### src/sv/wrms_pkg.sv
`timescale 1ns / 1ps
package wrms_pkg;

    localparam int MAX_WINDOW_DEF  = 4096;
    localparam int SAMPLE_BITS_DEF = 16;
    localparam int WLEN_BITS       = 13;
    localparam int THR_BITS        = 16;
    localparam int RMS_BITS        = 15;
    localparam int TSUM_BITS       = 64;
    localparam int TCNT_BITS       = 32;
    localparam int DIV_BITS        = 64;
    localparam int DEN_BITS        = 32;
    localparam int ROOT_BITS       = 32;
    localparam int CFG_ADDR_BITS   = 1;
    localparam int CFG_DATA_BITS   = 16;

    localparam logic [CFG_ADDR_BITS-1:0] REG_WINDOW_LENGTH   = 1'd0;
    localparam logic [CFG_ADDR_BITS-1:0] REG_LEVEL_THRESHOLD = 1'd1;

    localparam logic ACT_PUSH  = 1'b0;
    localparam logic ACT_CLEAR = 1'b1;

    localparam logic [WLEN_BITS-1:0] WLEN_RESET = 13'd1024;
    localparam logic [THR_BITS-1:0]  THR_RESET  = 16'd328;

    typedef enum logic [3:0] {
        t_IDLE,
        t_READ,
        t_UPDATE,
        t_DIV_W_START,
        t_DIV_W_WAIT,
        t_DIV_T_START,
        t_DIV_T_WAIT,
        t_SQRT_W_START,
        t_SQRT_W_WAIT,
        t_SQRT_T_START,
        t_SQRT_T_WAIT,
        t_OUT
    } t_state;

    typedef struct packed {
        logic start_div;
        logic start_sqrt;
    } t_ctl;

endpackage

### src/sv/wrms_sqrt.sv
`timescale 1ns / 1ps
module wrms_sqrt (
    input  logic                           i_clk,
    input  logic                           i_rst_n,
    input  logic                           i_start,
    input  logic [wrms_pkg::DIV_BITS-1:0]  i_val,
    output logic                           o_done,
    output logic [wrms_pkg::ROOT_BITS-1:0] o_root
);

    localparam int CNT_BITS = $clog2(wrms_pkg::ROOT_BITS + 1);

    logic [wrms_pkg::DIV_BITS-1:0]  r_val, n_val;
    logic [wrms_pkg::ROOT_BITS+1:0] r_rem, n_rem;
    logic [wrms_pkg::ROOT_BITS-1:0] r_root, n_root;
    logic [CNT_BITS-1:0]            r_cnt, n_cnt;
    logic                           r_busy, n_busy;
    logic                           r_done, n_done;
    logic [wrms_pkg::ROOT_BITS+1:0] v_rem;
    logic [wrms_pkg::ROOT_BITS+1:0] v_trial;

    always_comb begin
        n_val  = r_val;
        n_rem  = r_rem;
        n_root = r_root;
        n_cnt  = r_cnt;
        n_busy = r_busy;
        n_done = 1'b0;
        v_rem   = {r_rem[wrms_pkg::ROOT_BITS-1:0], r_val[wrms_pkg::DIV_BITS-1 -: 2]};
        v_trial = {r_root, 2'b01};
        if (i_start) begin
            n_val  = i_val;
            n_rem  = '0;
            n_root = '0;
            n_cnt  = CNT_BITS'(wrms_pkg::ROOT_BITS);
            n_busy = 1'b1;
        end else if (r_busy) begin
            n_val = {r_val[wrms_pkg::DIV_BITS-3:0], 2'b00};
            if (v_rem >= v_trial) begin
                n_rem  = v_rem - v_trial;
                n_root = {r_root[wrms_pkg::ROOT_BITS-2:0], 1'b1};
            end else begin
                n_rem  = v_rem;
                n_root = {r_root[wrms_pkg::ROOT_BITS-2:0], 1'b0};
            end
            n_cnt = r_cnt - 1'b1;
            if (r_cnt == CNT_BITS'(1)) begin
                n_busy = 1'b0;
                n_done = 1'b1;
            end
        end
    end

    always_ff @(posedge i_clk) begin
        if (!i_rst_n) begin
            r_busy <= 1'b0;
            r_done <= 1'b0;
            r_cnt  <= '0;
        end else begin
            r_busy <= n_busy;
            r_done <= n_done;
            r_cnt  <= n_cnt;
        end
        r_val  <= n_val;
        r_rem  <= n_rem;
        r_root <= n_root;
    end

    assign o_done = r_done;
    assign o_root = r_root;

endmodule

### config.mk
export PLATFORM = sky130hd
export DESIGN_NAME = wrms_sqrt
export DESIGN_NICKNAME = d
export VERILOG_FILES = /design/src/sv/wrms_pkg.sv /design/src/sv/wrms_sqrt.sv
export SDC_FILE = /design/constraint.sdc
export NUM_CORES = 1
export LEC_CHECK = 0
export BUFFER_PORTS_ARGS = -buffer_cell sky130_fd_sc_hd__clkbuf_2
export CAP_MARGIN = 20
export CORE_MARGIN = 10
export CORE_UTILIZATION = 40
export DETAILED_ROUTE_END_ITERATION = 10
export GPL_ROUTABILITY_DRIVEN = 0
export HOLD_SLACK_MARGIN = 0.03
export PLACE_DENSITY = 0.67
export SLEW_MARGIN = 20
export SYNTH_ARGS = -nofsm -noshare
export SYNTH_HDL_FRONTEND = slang
export SYNTH_SLANG_ARGS = --single-unit
### constraint.sdc
create_clock -name i_clk -period 4.3 [get_ports i_clk]
set_clock_uncertainty 0.05 [all_clocks]
set_input_delay 0.43 -clock i_clk [delete_from_list [all_inputs] [get_ports i_clk]]
set_output_delay 0.43 -clock i_clk [all_outputs]
set_load 0.005 [all_outputs]
==> results.toml <==
[yosys]
synth_seq_cells = 136
synthFlopType = "dfxtp_1"
synthArstFlopShare_pct = 0
synth_top_area_share_pct = 25.4
syn_area_sq_mm = 0.00756
synth_cell_type_count = 60
synth-seq-area-share_pct = 44.5
synth_area_leaders = "edfxtp_1, dfxtp_1, mux2_2, ha_1, mux2i_1"
syn_avg_cell_area_sq_um = 10.1
syn_inst = 751
synth_edf_count = 64
synth_nets = 854
yosysWarnings = 0
synth_top_area_cell = "edfxtp_1"

[flow_run]
cap_violations = 0

[sta]
slew_headroom_pct = 45.9
fin_crit_sh_pct = 82.3
post-route-min-period_ps = 3540
maxSlewViolCount = 0
rsz0062_at_grt = "no"
finalSetupViolations = 0
final-hold-violation-count = 0
finalSetupTns_ps = 0
worst_pin_slew_ps = 811
fmax_mhz = 283

[global_routing]
grt_usage_pct = 14.3
grt_pass1_wl_microns = 28900
antenna_found_initial = 0
grt_max_degree = 66
grt.overflow.total = 0
grt_pass1_vias = 5834

[worst_setup_path]
path_class = "register to register"
crit_chain = "inv_1 > ha_1 > nor2b_4 > o31a_1 > o31a_1 > a311o_1 > a2111oi_4 > a21oi_2 > buf_4 > a2111oi_0"
critPathLaunchType = "register"
crit_path_end_kind = "register"
cp.required_ps = 4560
cp_max_fo = 16
critical_path.top_delay_family = "compound AO/OA/AOI/OAI gates"
cp.arrival_ps = 3800
critPathMaxStageDelay_ps = 480
cp.buffers_inverters = 2
critical_path.slowest_cell = "a2111oi_4"
crit_path_frequent_cell = "o31a_1"

[detailed_routing]
drt_iter0_markers = 258
wl_met1_microns = 7870
num_vias = 5859
drc = 0
dr_wl_met3_microns = 1720
wl_met2_microns = 7440
drt_wl_total_microns = 17300
wl_per_cell_microns = 16.0
viasPerCell = 5.42
drt-pass1-iter-count = 5
ant_nets = 0
top_layer = "met4"

[power]
vdd.ir_drop.worst_uv = 376
pwr-share-clk_pct = 27.5
swShare_pct = 39.0
combPwrFrac_pct = 41.1
power_per_cell_area_mw_per_mm2 = 587
seq_power_share_pct = 31.3
power_switching_mw = 2.01
p_leak_nw = 3.54
p_int_mw = 3.15

[die]
fp.dieH_microns = 157
start_util_pct = 40.6
ios = 100
core_sq_mm = 0.0186
rows = 50
dieArea_sq_mm = 0.0248
die_w_microns = 157

[cts]
post-cts-setup-buffer-count = 0
cts_htree_levels = 4
postCtsHoldBufs = 0
root_buffer = "clkbuf_16"
cts_resized = 0
path_clk_slew_ps = 60
cts.sinks = 136
clockBufferDepth = 2
cts_tree = "done"
worst_skew_pair.late_latency_ps = 430
numCtsBuffers = 17

[outcome]
status = "finished, final reports clean"

[placement]
place_area_sq_mm = 0.00823
port-buffer-count = 99
dp_hpwl_microns = 12200
numPlacedInstances = 1049

[finish]
drive_gt1_share_pct = 25.5
num_antenna_cells = 0
nNetsFinal = 937
synthToLayoutAreaGrowth_pct = 16.4
stdcell_count = 1081
design_area_sq_mm = 0.00880

[hold_path]
hold_path.class = "input pin to register"
==> worst register-to-register path: cells and delay by family, from the launching register on <==
kind,cells,cell delay (ps)
and+or+nand+nor,1,150
DFF,1,390
AOI/OAI and AO/OA,6,2130
adders and majority gates,1,360
buffers and inverters,2,340
==> worst paths after layout <==
| check | slack [ps] | cells past startpoint | endpoint | from |
|---|---|---|---|---|
| setup / recovery | 760 | 10 | r_rem[10] | o_root[0] |
| hold / removal | 210 | 2 | r_busy | i_rst_n |
| setup reg to reg | 760 | 10 | r_rem[10] | o_root[0] |
| hold reg to reg | 440 | 2 | r_rem[31] | r_rem[31] |
==> flip-flops by register name, summed over array words and instances (netlist names) <==
name / count
o_root: 32
r_busy: 1
r_rem: 32
r_val: 64
r_cnt: 6
o_done: 1
==> stage by stage <==
stage | total power [mW] | utilization (%) | hold WS, ps | setup slack [ps]
3_3_place_gp | 3.74 | 44.1 | 427 | 927
6_report | 5.16 | 47.2 | 210 | 762
4_1_cts | 5.20 | 47.2 | 201 | 731
3_5_place_dp | 3.75 | 44.1 | 434 | 765
5_1_grt | 5.52 | 47.2 | 223 | 453
2_1_floorplan | 3.33 | - | 413 | 1170
==> layout by cell type, fill, tap and decap left out, drive strengths merged, types with 19 or more instances in the layout <==
master,synthesis,layout
a21oi,40,40
a311oi,23,23
clkbuf,31,115
dfxtp,72,72
edfxtp,64,64
ha,36,36
inv,45,55
mux2,62,62
mux2i,34,34
nand2,63,63
nor2,80,80
o21ai,19,19
==> final cells by class <==
type | count | area (sq um)
Fill cell | 1793 | 9840
Multi-Input combinational cell | 528 | 3850
Clock inverter | 15 | 149
Tap cell | 234 | 293
Clock buffer | 17 | 425
Timing Repair Buffer | 105 | 543
Sequential cell | 136 | 3370
Inverter | 46 | 173
==> per-layer routing <==
metal,vias to the layer above,global-route usage (%)
met5,-,0
met1,2761,18.3
li1,2923,-
met2,153,20.8
met4,0,4.67
met3,22,6.93
==> cells by family (layout without fill, tap and decap cells) <==
| logic type | count (synthesis) | in the layout | synth area share, % |
|---|---|---|---|
| AOI/OAI and AO/OA | 155 | 155 | 15.3 |
| xor gates and xnor gates | 26 | 26 | 3.01 |
| adders and majority gates | 36 | 36 | 5.96 |
| buffers and inverters | 87 | 183 | 4.63 |
| DFF | 136 | 136 | 44.5 |
| muxes | 96 | 96 | 13.7 |
| and+or+nand+nor | 215 | 215 | 12.9 |
==> cells in the mapped netlist, drive strengths merged, types with 19 or more instances <==
library cell and instances:
nor2 80, dfxtp 72, edfxtp 64, nand2 63
mux2 62, inv 45, a21oi 40, ha 36
mux2i 34, clkbuf 31, a311oi 23, o21ai 19
==> power groups by stage <==
| stage | clock network (mW) | registers (mW) | logic, mW |
|---|---|---|---|
| 2_1_floorplan | 0 | 1.60 | 1.72 |
| 3_3_place_gp | 0 | 1.64 | 2.09 |
| 3_5_place_dp | 0 | 1.64 | 2.10 |
| 4_1_cts | 1.46 | 1.62 | 2.13 |
| 5_1_grt | 1.51 | 1.64 | 2.37 |
| 6_report | 1.42 | 1.62 | 2.12 |
Note: power is estimated with default switching activity, not from simulation.
