**src/sv/wrms_pkg.sv**
```systemverilog
`timescale 1ns / 1ps
package wrms_pkg;

    localparam int MAX_WINDOW_DEF  = 4096;
    localparam int SAMPLE_BITS_DEF = 16;
    localparam int WLEN_BITS       = 13;
    localparam int THR_BITS        = 16;
    localparam int RMS_BITS        = 15;
    localparam int TSUM_BITS       = 64;
    localparam int TCNT_BITS       = 32;
    localparam int DIV_BITS        = 64;
    localparam int DEN_BITS        = 32;
    localparam int ROOT_BITS       = 32;
    localparam int CFG_ADDR_BITS   = 1;
    localparam int CFG_DATA_BITS   = 16;

    localparam logic [CFG_ADDR_BITS-1:0] REG_WINDOW_LENGTH   = 1'd0;
    localparam logic [CFG_ADDR_BITS-1:0] REG_LEVEL_THRESHOLD = 1'd1;

    localparam logic ACT_PUSH  = 1'b0;
    localparam logic ACT_CLEAR = 1'b1;

    localparam logic [WLEN_BITS-1:0] WLEN_RESET = 13'd1024;
    localparam logic [THR_BITS-1:0]  THR_RESET  = 16'd328;

    typedef enum logic [3:0] {
        t_IDLE,
        t_READ,
        t_UPDATE,
        t_DIV_W_START,
        t_DIV_W_WAIT,
        t_DIV_T_START,
        t_DIV_T_WAIT,
        t_SQRT_W_START,
        t_SQRT_W_WAIT,
        t_SQRT_T_START,
        t_SQRT_T_WAIT,
        t_OUT
    } t_state;

    typedef struct packed {
        logic start_div;
        logic start_sqrt;
    } t_ctl;

endpackage

```
**src/sv/wrms_divider.sv**
```systemverilog
`timescale 1ns / 1ps
module wrms_divider (
    input  logic                          i_clk,
    input  logic                          i_rst_n,
    input  logic                          i_start,
    input  logic [wrms_pkg::DIV_BITS-1:0] i_num,
    input  logic [wrms_pkg::DEN_BITS-1:0] i_den,
    output logic                          o_done,
    output logic [wrms_pkg::DIV_BITS-1:0] o_quot
);

    localparam int CNT_BITS = $clog2(wrms_pkg::DIV_BITS + 1);

    logic [wrms_pkg::DIV_BITS-1:0] r_quot, n_quot;
    logic [wrms_pkg::DEN_BITS:0]   r_rem, n_rem;
    logic [wrms_pkg::DEN_BITS-1:0] r_den, n_den;
    logic [CNT_BITS-1:0]           r_cnt, n_cnt;
    logic                          r_busy, n_busy;
    logic                          r_done, n_done;
    logic [wrms_pkg::DEN_BITS:0]   v_shift;

    always_comb begin
        n_quot = r_quot;
        n_rem  = r_rem;
        n_den  = r_den;
        n_cnt  = r_cnt;
        n_busy = r_busy;
        n_done = 1'b0;
        v_shift = {r_rem[wrms_pkg::DEN_BITS-1:0], r_quot[wrms_pkg::DIV_BITS-1]};
        if (i_start) begin
            n_quot = i_num;
            n_rem  = '0;
            n_den  = i_den;
            n_cnt  = CNT_BITS'(wrms_pkg::DIV_BITS);
            n_busy = 1'b1;
        end else if (r_busy) begin
            if (v_shift >= {1'b0, r_den}) begin
                n_rem  = v_shift - {1'b0, r_den};
                n_quot = {r_quot[wrms_pkg::DIV_BITS-2:0], 1'b1};
            end else begin
                n_rem  = v_shift;
                n_quot = {r_quot[wrms_pkg::DIV_BITS-2:0], 1'b0};
            end
            n_cnt = r_cnt - 1'b1;
            if (r_cnt == CNT_BITS'(1)) begin
                n_busy = 1'b0;
                n_done = 1'b1;
            end
        end
    end

    always_ff @(posedge i_clk) begin
        if (!i_rst_n) begin
            r_busy <= 1'b0;
            r_done <= 1'b0;
            r_cnt  <= '0;
        end else begin
            r_busy <= n_busy;
            r_done <= n_done;
            r_cnt  <= n_cnt;
        end
        r_quot <= n_quot;
        r_rem  <= n_rem;
        r_den  <= n_den;
    end

    assign o_done = r_done;
    assign o_quot = r_quot;

endmodule

```
**config.mk**
```make
export PLATFORM = sky130hd
export DESIGN_NAME = wrms_divider
export DESIGN_NICKNAME = d
export VERILOG_FILES = /design/src/sv/wrms_pkg.sv /design/src/sv/wrms_divider.sv
export SDC_FILE = /design/constraint.sdc
export NUM_CORES = 1
export LEC_CHECK = 0
export BUFFER_PORTS_ARGS = -buffer_cell sky130_fd_sc_hd__clkbuf_2
export CAP_MARGIN = 20
export CORE_ASPECT_RATIO = 1.4
export CORE_UTILIZATION = 50
export DETAILED_ROUTE_END_ITERATION = 12
export GPL_TIMING_DRIVEN = 0
export PLACE_DENSITY = 0.78
export SYNTH_ARGS = -nofsm -noshare
export SYNTH_HDL_FRONTEND = slang
export SYNTH_SLANG_ARGS = --single-unit
```
**constraint.sdc**
```tcl
create_clock -name i_clk -period 2.8 [get_ports i_clk]
set_input_delay 0.28 -clock i_clk [delete_from_list [all_inputs] [get_ports i_clk]]
set_output_delay 0.28 -clock i_clk [all_outputs]
set_load 0.02 [all_outputs]
```
==> implementation parameters, run 1 <==
Parameter                              Value

Power
  Fraction of power consumed by sequential logic ... 0.411
  Worst IR drop on VDD ... 448 µV
  Net switching share of the total power ... 0.285
  Share of power burned in the clock network ... 0.376
  NetSw ... 1.74 mW
  P_int ... 4.36 mW
  Post-layout total power ... 6.10 mW
  Leakage power figure ... 3.97 nW
  Power share of the combinational group ... 0.213
  Power Dens Cells ... 643 mW/mm²

Floorplan
  Core outline area ... 0.0144 mm²
  Number of placement rows ... 52
  Die height ... 145 µm
  Number of top-level pins ... 164
  Starting Density ... 0.511
  Floorplan die width ... 104 µm
  Floorplan die area ... 0.0152 mm²

Timing
  Number of max-slew violations in the final report ... 0
  Endpoints failing hold ... 0
  Final critical path time including I/O delays and setup ... 2.77 ns
  Worst slew margin relative to its limit ... 0.295
  Fin crit share ... 0.991
  Number of setup violations in the final report ... 0
  Worst-case hold slack ... 0.0330 ns
  Max Clk Rate ... 360 MHz
  Transition time of the tightest slew-check pin ... 1.05 ns
  Setup repair after global routing missed its margin ... yes
  Clock tree skew after final layout ... 0.00815 ns

Routing
  Post-DR vias/cell ... 5.71
  Post-detailed-route wirelength per cell ... 19.0 µm
  Final WL ... 20.3 mm
  Detail Route Antenna Nets ... 0
  Number of DRC markers in iteration 0 ... 363
  Overall via count from detail_route ... 6111
  DR pass1 iterations ... 5
  DRC errors left ... 0

Clock tree
  Htree depth ... 4
  Clock network latency to the later pin of the worst-skew pair ... 0.42 ns
  Root Buffer ... sky130_fd_sc_hd__clkbuf_16
  Clock input transition at the sequential cells of the worst setup and hold paths ... 0.06 ns
  Total clock buffers created by CTS ... 17
  # clock sinks ... 137
  TritonCTS clock tree ... done
  Deepest clock path buffer count ... 2

Yosys
  Synthesized-area fraction occupied by xor and xnor cells ... 0.0322
  Count of different cell masters after synthesis ... 60
  Share of the synthesized area in compound gates (AO/OA/AOI/OAI) ... 0.148
  Number of synthesized register bits ... 137
  Library cell with the largest summed area after synthesis ... sky130_fd_sc_hd__edfxtp_1
  Share of flip-flops with an asynchronous set or reset after synthesis ... 0
  Dominant cells by area after synthesis ... sky130_fd_sc_hd__edfxtp_1 39%, sky130_fd_sc_hd__dfxtp_1 11%, sky130_fd_sc_hd__mux2_2 9.8%
  Synthesized cell area ... 0.00735 mm²
  Area share of the largest cell type after synthesis ... 0.392
  Simple-gate area share of the yosys netlist ... 0.108
  Sequential-to-total area share from yosys stat ... 0.504
  Largest family of logic cells by synthesized area ... compound AO/OA/AOI/OAI gates
  Main flop type after synthesis ... sky130_fd_sc_hd__edfxtp_1
  Gate count after technology mapping ... 667
  Number of nets in the synthesized netlist ... 801
  Post-synthesis average cell area ... 11.0 µm²
  Post-synthesis share of cell area spent on full adders, half adders and majority gates ... 0.0606
  Synthesis Warnings ... 0
  Share of cell area taken by muxes after synthesis ... 0.106
  Number of enable flip-flop cells after synthesis ... 96

Cells and area
  Number of filler cells placed in the layout ... 1123
  NumNets Final ... 1003
  Antenna diode count ... 0
  Fraction of layout cells with a size suffix above 1 ... 0.395
  Post-layout util ... 0.660
  Total area of sequential cells ... 0.00370 mm²
  Area of the multi-input gates ... 0.00361 mm²
  Area grow syn2layout ... 29.1%

GRT
  First-pass GRT wire length ... 31.4 mm
  Initial antenna violation count ... 0
  Total grt overflow ... 0
  Overall global routing resource usage ... 0.269
  Largest net degree at the start of global routing ... 34
  Via count of the first global-routing pass ... 6199

Placement
  Weighted congestion reported at the end of routability-driven placement ... 0.944
  Total half-perimeter wirelength after legalization and detailed placement ... 14.4 mm
  Port Buffer Count ... 163

Setup path
  Type of the setup path with the least slack ... flop to flop
  CP Capture Type ... flop
  Nature of the critical path startpoint ... flop
  Required time at the endpoint of the critical path ... 3.11 ns
  Peak fanout along the critical path ... 4
  Arr. time, crit path ... 3.08 ns

Min path
  Path class of the lowest-slack min-delay path ... input port to flop

Outcome
  Result of the run ... completed

Flow run
  Number of violations of the max-capacitance limit ... 0
==> kinds of logic after synthesis <==
group	Yosys count
flops	137
mux	70
xor+xnor	27
buf+inv	73
fa+ha+maj	35
simple gates	171
compound gates	154
==> per-stage QoR <==
step           area, µm²  std cells  setup slack [ns]  setup TNS [ns]
4_1_cts             9300       1066           0.00200               0
5_1_grt             9490       1071           -0.0816          -0.613
6_report            9490       1071            0.0260               0
3_3_place_gp        8400       1019             -1.60         -116.05
3_5_place_dp        8420       1020            -0.733          -54.75
2_1_floorplan       7350        667            0.0427               0
==> synth_stat cells (2+ instances only) <==
library cell	n
sky130_fd_sc_hd__nand3_1	9
sky130_fd_sc_hd__clkbuf_1	24
sky130_fd_sc_hd__mux2i_1	6
sky130_fd_sc_hd__or2_2	3
sky130_fd_sc_hd__or3_1	4
sky130_fd_sc_hd__and2_1	3
sky130_fd_sc_hd__o21a_1	8
sky130_fd_sc_hd__xor2_1	13
sky130_fd_sc_hd__a32oi_1	6
sky130_fd_sc_hd__a311o_1	2
sky130_fd_sc_hd__o211ai_1	7
sky130_fd_sc_hd__dfxtp_1	41
sky130_fd_sc_hd__o2111ai_1	2
sky130_fd_sc_hd__a311oi_2	4
sky130_fd_sc_hd__and3_1	4
sky130_fd_sc_hd__nand2_1	63
sky130_fd_sc_hd__a31oi_1	8
sky130_fd_sc_hd__nor4_1	2
sky130_fd_sc_hd__a211oi_1	7
sky130_fd_sc_hd__or3b_2	2
sky130_fd_sc_hd__ha_1	34
sky130_fd_sc_hd__o21ai_1	2
sky130_fd_sc_hd__o21ai_0	27
sky130_fd_sc_hd__a21o_1	10
sky130_fd_sc_hd__o31ai_1	4
sky130_fd_sc_hd__o31a_1	2
sky130_fd_sc_hd__o21bai_1	5
sky130_fd_sc_hd__edfxtp_1	96
sky130_fd_sc_hd__o211a_1	2
sky130_fd_sc_hd__a21oi_1	32
sky130_fd_sc_hd__nand4b_1	2
sky130_fd_sc_hd__mux2_2	64
sky130_fd_sc_hd__buf_8	2
sky130_fd_sc_hd__a21boi_0	3
sky130_fd_sc_hd__nor2b_1	4
sky130_fd_sc_hd__nand2b_1	4
sky130_fd_sc_hd__nor2_1	52
sky130_fd_sc_hd__nand4_1	6
sky130_fd_sc_hd__nor3_1	8
sky130_fd_sc_hd__a311oi_1	12
sky130_fd_sc_hd__inv_1	46
sky130_fd_sc_hd__xnor2_1	14
==> what timing repair did <==
| item | in CTS | in global routing |
|---|---|---|
| endpoints found under the hold margin | 0 | 0 |
| endpoints found under the setup margin | 94 | 73 |
| resized for setup | 31 | 41 |
| setup buffers | 14 | 8 |
| hold buffers | 0 | 0 |
| cloned | 1 | 0 |
| pin swaps | 17 | 23 |
==> power by group through the flow <==
stage	clock [mW]	sequential [mW]	combinational (mW)
finish	2.29	2.50	1.30
CTS	2.32	2.50	1.22
global placement	0	2.53	1.11
floorplan	0	2.62	0.652
global route	2.41	2.52	1.39
detailed placement	0	2.53	1.13
==> flip-flops by register name (all words and copies together), names as in the netlist <==
| register | cells |
|---|---|
| r_cnt | 7 |
| r_rem | 32 |
| o_done | 1 |
| o_quot | 64 |
| r_den | 32 |
| r_busy | 1 |
==> worst paths after layout <==
check	from	endpoint	slack [ns]	cells after the start
max	r_den[8]	r_rem[31]	0.03	11
min	i_den[9]	r_den[9]	0.03	1
max reg2reg	r_den[8]	r_rem[31]	0.03	11
min reg2reg	r_rem[31]	r_rem[31]	0.47	2
==> worst max-delay path, cell delays in order, from the launching register on <==
cell	delay, ns
sky130_fd_sc_hd__edfxtp_1	0.37
sky130_fd_sc_hd__inv_2	0.08
sky130_fd_sc_hd__ha_4	0.21
sky130_fd_sc_hd__buf_4	0.15
sky130_fd_sc_hd__a21o_1	0.19
sky130_fd_sc_hd__a21o_1	0.21
sky130_fd_sc_hd__a211oi_4	0.31
sky130_fd_sc_hd__a21oi_2	0.11
sky130_fd_sc_hd__o211a_1	0.28
sky130_fd_sc_hd__or4b_1	0.47
sky130_fd_sc_hd__a31oi_1	0.20
sky130_fd_sc_hd__o21ai_1	0.07
==> layer usage <==
layer  wire [µm]  share of wire  global-route usage  up-vias
met1        7990           0.39               0.311     2953
met5           0              0                   0        -
met2       10300           0.51               0.463      255
met4         487          0.024               0.106        0
met3        1560          0.077              0.0806       36
li1            -              -                   -     2867
==> final cells by class <==
| cell class | count | share of cell area |
|---|---|---|
| Sequential cell | 137 | 0.390 |
| Clock buffer | 22 | 0.0479 |
| Inverter | 46 | 0.0182 |
| Clock inverter | 10 | 0.0150 |
| Timing Repair Buffer | 187 | 0.110 |
| Tap cell | 189 | 0.0249 |
| Buffer | 23 | 0.0132 |
| Multi-Input combinational cell | 457 | 0.381 |
==> cell usage in the layout (no fill, tap or decap), drive strengths merged, types with 9 or more instances in the layout <==
master	synthesis	layout
dfxtp	41	41
mux2	64	64
a311oi	16	16
nand2	64	64
buf	3	29
xnor2	14	14
o21ai	29	29
nand3	9	9
inv	46	48
nor2	53	53
xor2	13	13
ha	34	34
edfxtp	96	96
a21oi	32	32
a21o	10	10
clkbuf	24	203
No activity file was read; power rests on OpenSTA's default activity.
==> run 2, diff against run 1 <==
Settings changed: CELL_PAD_IN_SITES_DETAIL_PLACEMENT set to 0, CELL_PAD_IN_SITES_GLOBAL_PLACEMENT set to 2, CORE_UTILIZATION 50 to 31, PLACE_DENSITY 0.78 to unset, PLACE_DENSITY_LB_ADDON set to 0.1.
==> run 2 against run 1 <==
Sequential share of layout area fell by 1.7 points. Die area rose by 60%. Highest routed layer unchanged. Combinational power rose by 6%. Clock skew rose by 0.00057 ns. Clock power rose by 7%. Critical path depth did not move. Cell count rose by 12%. First-iteration DRC count fell by 43%.
==> implementation parameters, run 2 (same netlist as run 1, synthesis figures left out) <==
Parameter                              Value

Outcome
  Result of the run ... completed

Floorplan
  Floorplan die area ... 0.0243 mm² (+60%)
  Number of placement rows ... 66 (+27%)
  Core outline area ... 0.0233 mm² (+62%)
  Die height ... 184 µm (+27%)
  Number of top-level pins ... 164 (unchanged)
  Floorplan die width ... 132 µm (+26%)
  Starting Density ... 0.315 (-0.195)

Routing
  Overall via count from detail_route ... 5993 (-1.9%)
  Metal1 wirelength ... 8.81 mm (+10%)
  DRC errors left ... 0 (unchanged)
  Final WL ... 22.6 mm (+11%)
  Top Layer Used ... met4
  Post-DR vias/cell ... 5.00 (-12%)
  Met2 WL ... 11.7 mm (+14%)
  Post-detailed-route wirelength per cell ... 18.8 µm (-0.62%)
  DR pass1 iterations ... 4 (-1)
  Detail Route Antenna Nets ... 0 (unchanged)
  Met3 layer wire length in the routed design ... 1.47 mm (-5.9%)
  Number of DRC markers in iteration 0 ... 208 (-43%)

Cells and area
  Antenna diode count ... 0 (unchanged)
  Commonest non-fill, non-tap cell in the layout ... sky130_fd_sc_hd__clkbuf_2
  Post-layout util ... 0.425 (-0.234)
  Number of filler cells placed in the layout ... 2345 (+110%)
  NumNets Final ... 1013 (+1.0%)
  Fraction of layout cells with a size suffix above 1 ... 0.423 (+0.0281)
  Area grow syn2layout ... 34.8%
  Number of flip-flops under the largest register name ... 64 (unchanged)
  Most frequent cells in the layout ... 163 x sky130_fd_sc_hd__clkbuf_2, 96 x sky130_fd_sc_hd__edfxtp_1, 64 x sky130_fd_sc_hd__mux2_2

Power
  Leakage power figure ... 4.12 nW (+3.8%)
  Worst IR drop on VDD ... 455 µV (+1.6%)
  Power Dens Cells ... 637 mW/mm² (-0.93%)

Min path
  Startpoint of the most critical hold path ... i_den[13]
  Path class of the lowest-slack min-delay path ... input port to flop

GRT
  Initial antenna violation count ... 0 (unchanged)
  First-pass GRT wire length ... 35.7 mm (+14%)
  Overall global routing resource usage ... 0.194 (-0.0747)
  Total grt overflow ... 0 (unchanged)
  Via count of the first global-routing pass ... 6422 (+3.6%)
  Largest net degree at the start of global routing ... 45 (+32%)

Clock tree
  TritonCTS clock tree ... done
  Clock input transition at the sequential cells of the worst setup and hold paths ... 0.06 ns (about the same)
  Total clock buffers created by CTS ... 17 (unchanged)
  Hold buffers post-CTS ... 0 (unchanged)
  # clock sinks ... 137 (unchanged)
  Deepest clock path buffer count ... 2 (unchanged)
  Root Buffer ... sky130_fd_sc_hd__clkbuf_16
  Clock network latency to the later pin of the worst-skew pair ... 0.43 ns (about the same)
  Htree depth ... 4 (unchanged)

Setup path
  Nature of the critical path startpoint ... flop
  Type of the setup path with the least slack ... flop to flop
  Setup crit start ... r_rem[7]
  Peak fanout along the critical path ... 5 (+1)
  Required time at the endpoint of the critical path ... 3.14 ns (+0.03 ns)
  R2r setup slk ... 0.01 ns (about the same)
  Arr. time, crit path ... 3.13 ns (+0.05 ns)
  Reg-to-reg critical path startpoint ... r_rem[7]
  CP Capture Type ... flop

Timing
  Final critical path time including I/O delays and setup ... 2.79 ns (+0.0148 ns)
  Endpoints failing hold ... 0 (unchanged)
  Setup repair after global routing missed its margin ... yes
  Max Clk Rate ... 359 MHz (-0.53%)
  Number of max-slew violations in the final report ... 0 (unchanged)
  Number of setup violations in the final report ... 0 (unchanged)
  Worst slew margin relative to its limit ... 0.250 (-0.0442)
  Transition time of the tightest slew-check pin ... 1.12 ns (+0.0661 ns)
  Worst-case hold slack ... 0.0280 ns (-0.00498 ns)
  Clock tree skew after final layout ... 0.00872 ns (+0.000569 ns)
  Fin crit share ... 0.996 (+0.00530)
  Final setup TNS ... 0 ns (unchanged)

Placement
  Total half-perimeter wirelength after legalization and detailed placement ... 16.4 mm (+14%)
  Weighted congestion reported at the end of routability-driven placement ... 0.791 (-16%)
  Port Buffer Count ... 163 (unchanged)

Flow run
  Number of violations of the max-capacitance limit ... 0 (unchanged)
==> run 2: layer usage <==
metal / up-vias / GRT usage
met1: 2904 / 0.209
met2: 179 / 0.349
met3: 28 / 0.0624
li1: 2882 / -
met4: 0 / 0.0786
met5: - / 0
==> run 2: report_power, final <==
part	internal [mW]	total [mW]	switching, mW
combinational	0.578	1.38	0.802
clock	1.52	2.44	0.919
sequential	2.38	2.49	0.107
total	4.48	6.31	1.83
==> run 2: repair_timing <==
action                                  4_1_cts  5_1_grt
pin swaps                                    31       21
resized for setup                            74       33
cloned                                        2        0
setup buffers                                25        6
endpoints found under the setup margin      106       32
==> run 2: critical path, stage by stage (launching register included) <==
cell and delay [ns]:
sky130_fd_sc_hd__dfxtp_1 0.36, sky130_fd_sc_hd__ha_4 0.31, sky130_fd_sc_hd__nand4_4 0.10, sky130_fd_sc_hd__or3_1 0.31, sky130_fd_sc_hd__a31o_1 0.24, sky130_fd_sc_hd__a2111o_1 0.46, sky130_fd_sc_hd__a21bo_4 0.27, sky130_fd_sc_hd__nand2_8 0.07
sky130_fd_sc_hd__buf_12 0.13, sky130_fd_sc_hd__buf_12 0.15, sky130_fd_sc_hd__nand2_4 0.05, sky130_fd_sc_hd__a311oi_2 0.25
==> run 2: worst paths after layout <==
check                   end  cells past startpoint
setup reg to reg  r_rem[11]                     11
hold reg to reg   r_rem[31]                      2
hold / removal    r_den[13]                      1
setup / recovery  r_rem[11]                     11
==> run 2: final cells by class <==
type	count	area [µm²]	area share
multi-input combinational	457	3750	0.378
tap	306	383	0.0387
buffer	24	138	0.0139
timing repair buffer	196	1130	0.114
clock inverter	14	195	0.0197
clock buffer	18	439	0.0443
inverter	46	173	0.0174
sequential	137	3700	0.374
==> run 2: through the flow <==
| step | std cells | power, mW | worst slack [ns] | area [µm²] |
|---|---|---|---|---|
| global route | 1198 | 6.60 | -0.129 | 9910 |
| floorplan | 667 | 3.27 | 0.0427 | 7350 |
| finish | 1198 | 6.31 | 0.0111 | 9910 |
| detailed placement | 1137 | 3.70 | -1.06 | 8570 |
| global placement | 1136 | 3.69 | -1.92 | 8550 |
| CTS | 1194 | 6.35 | -0.0487 | 9770 |
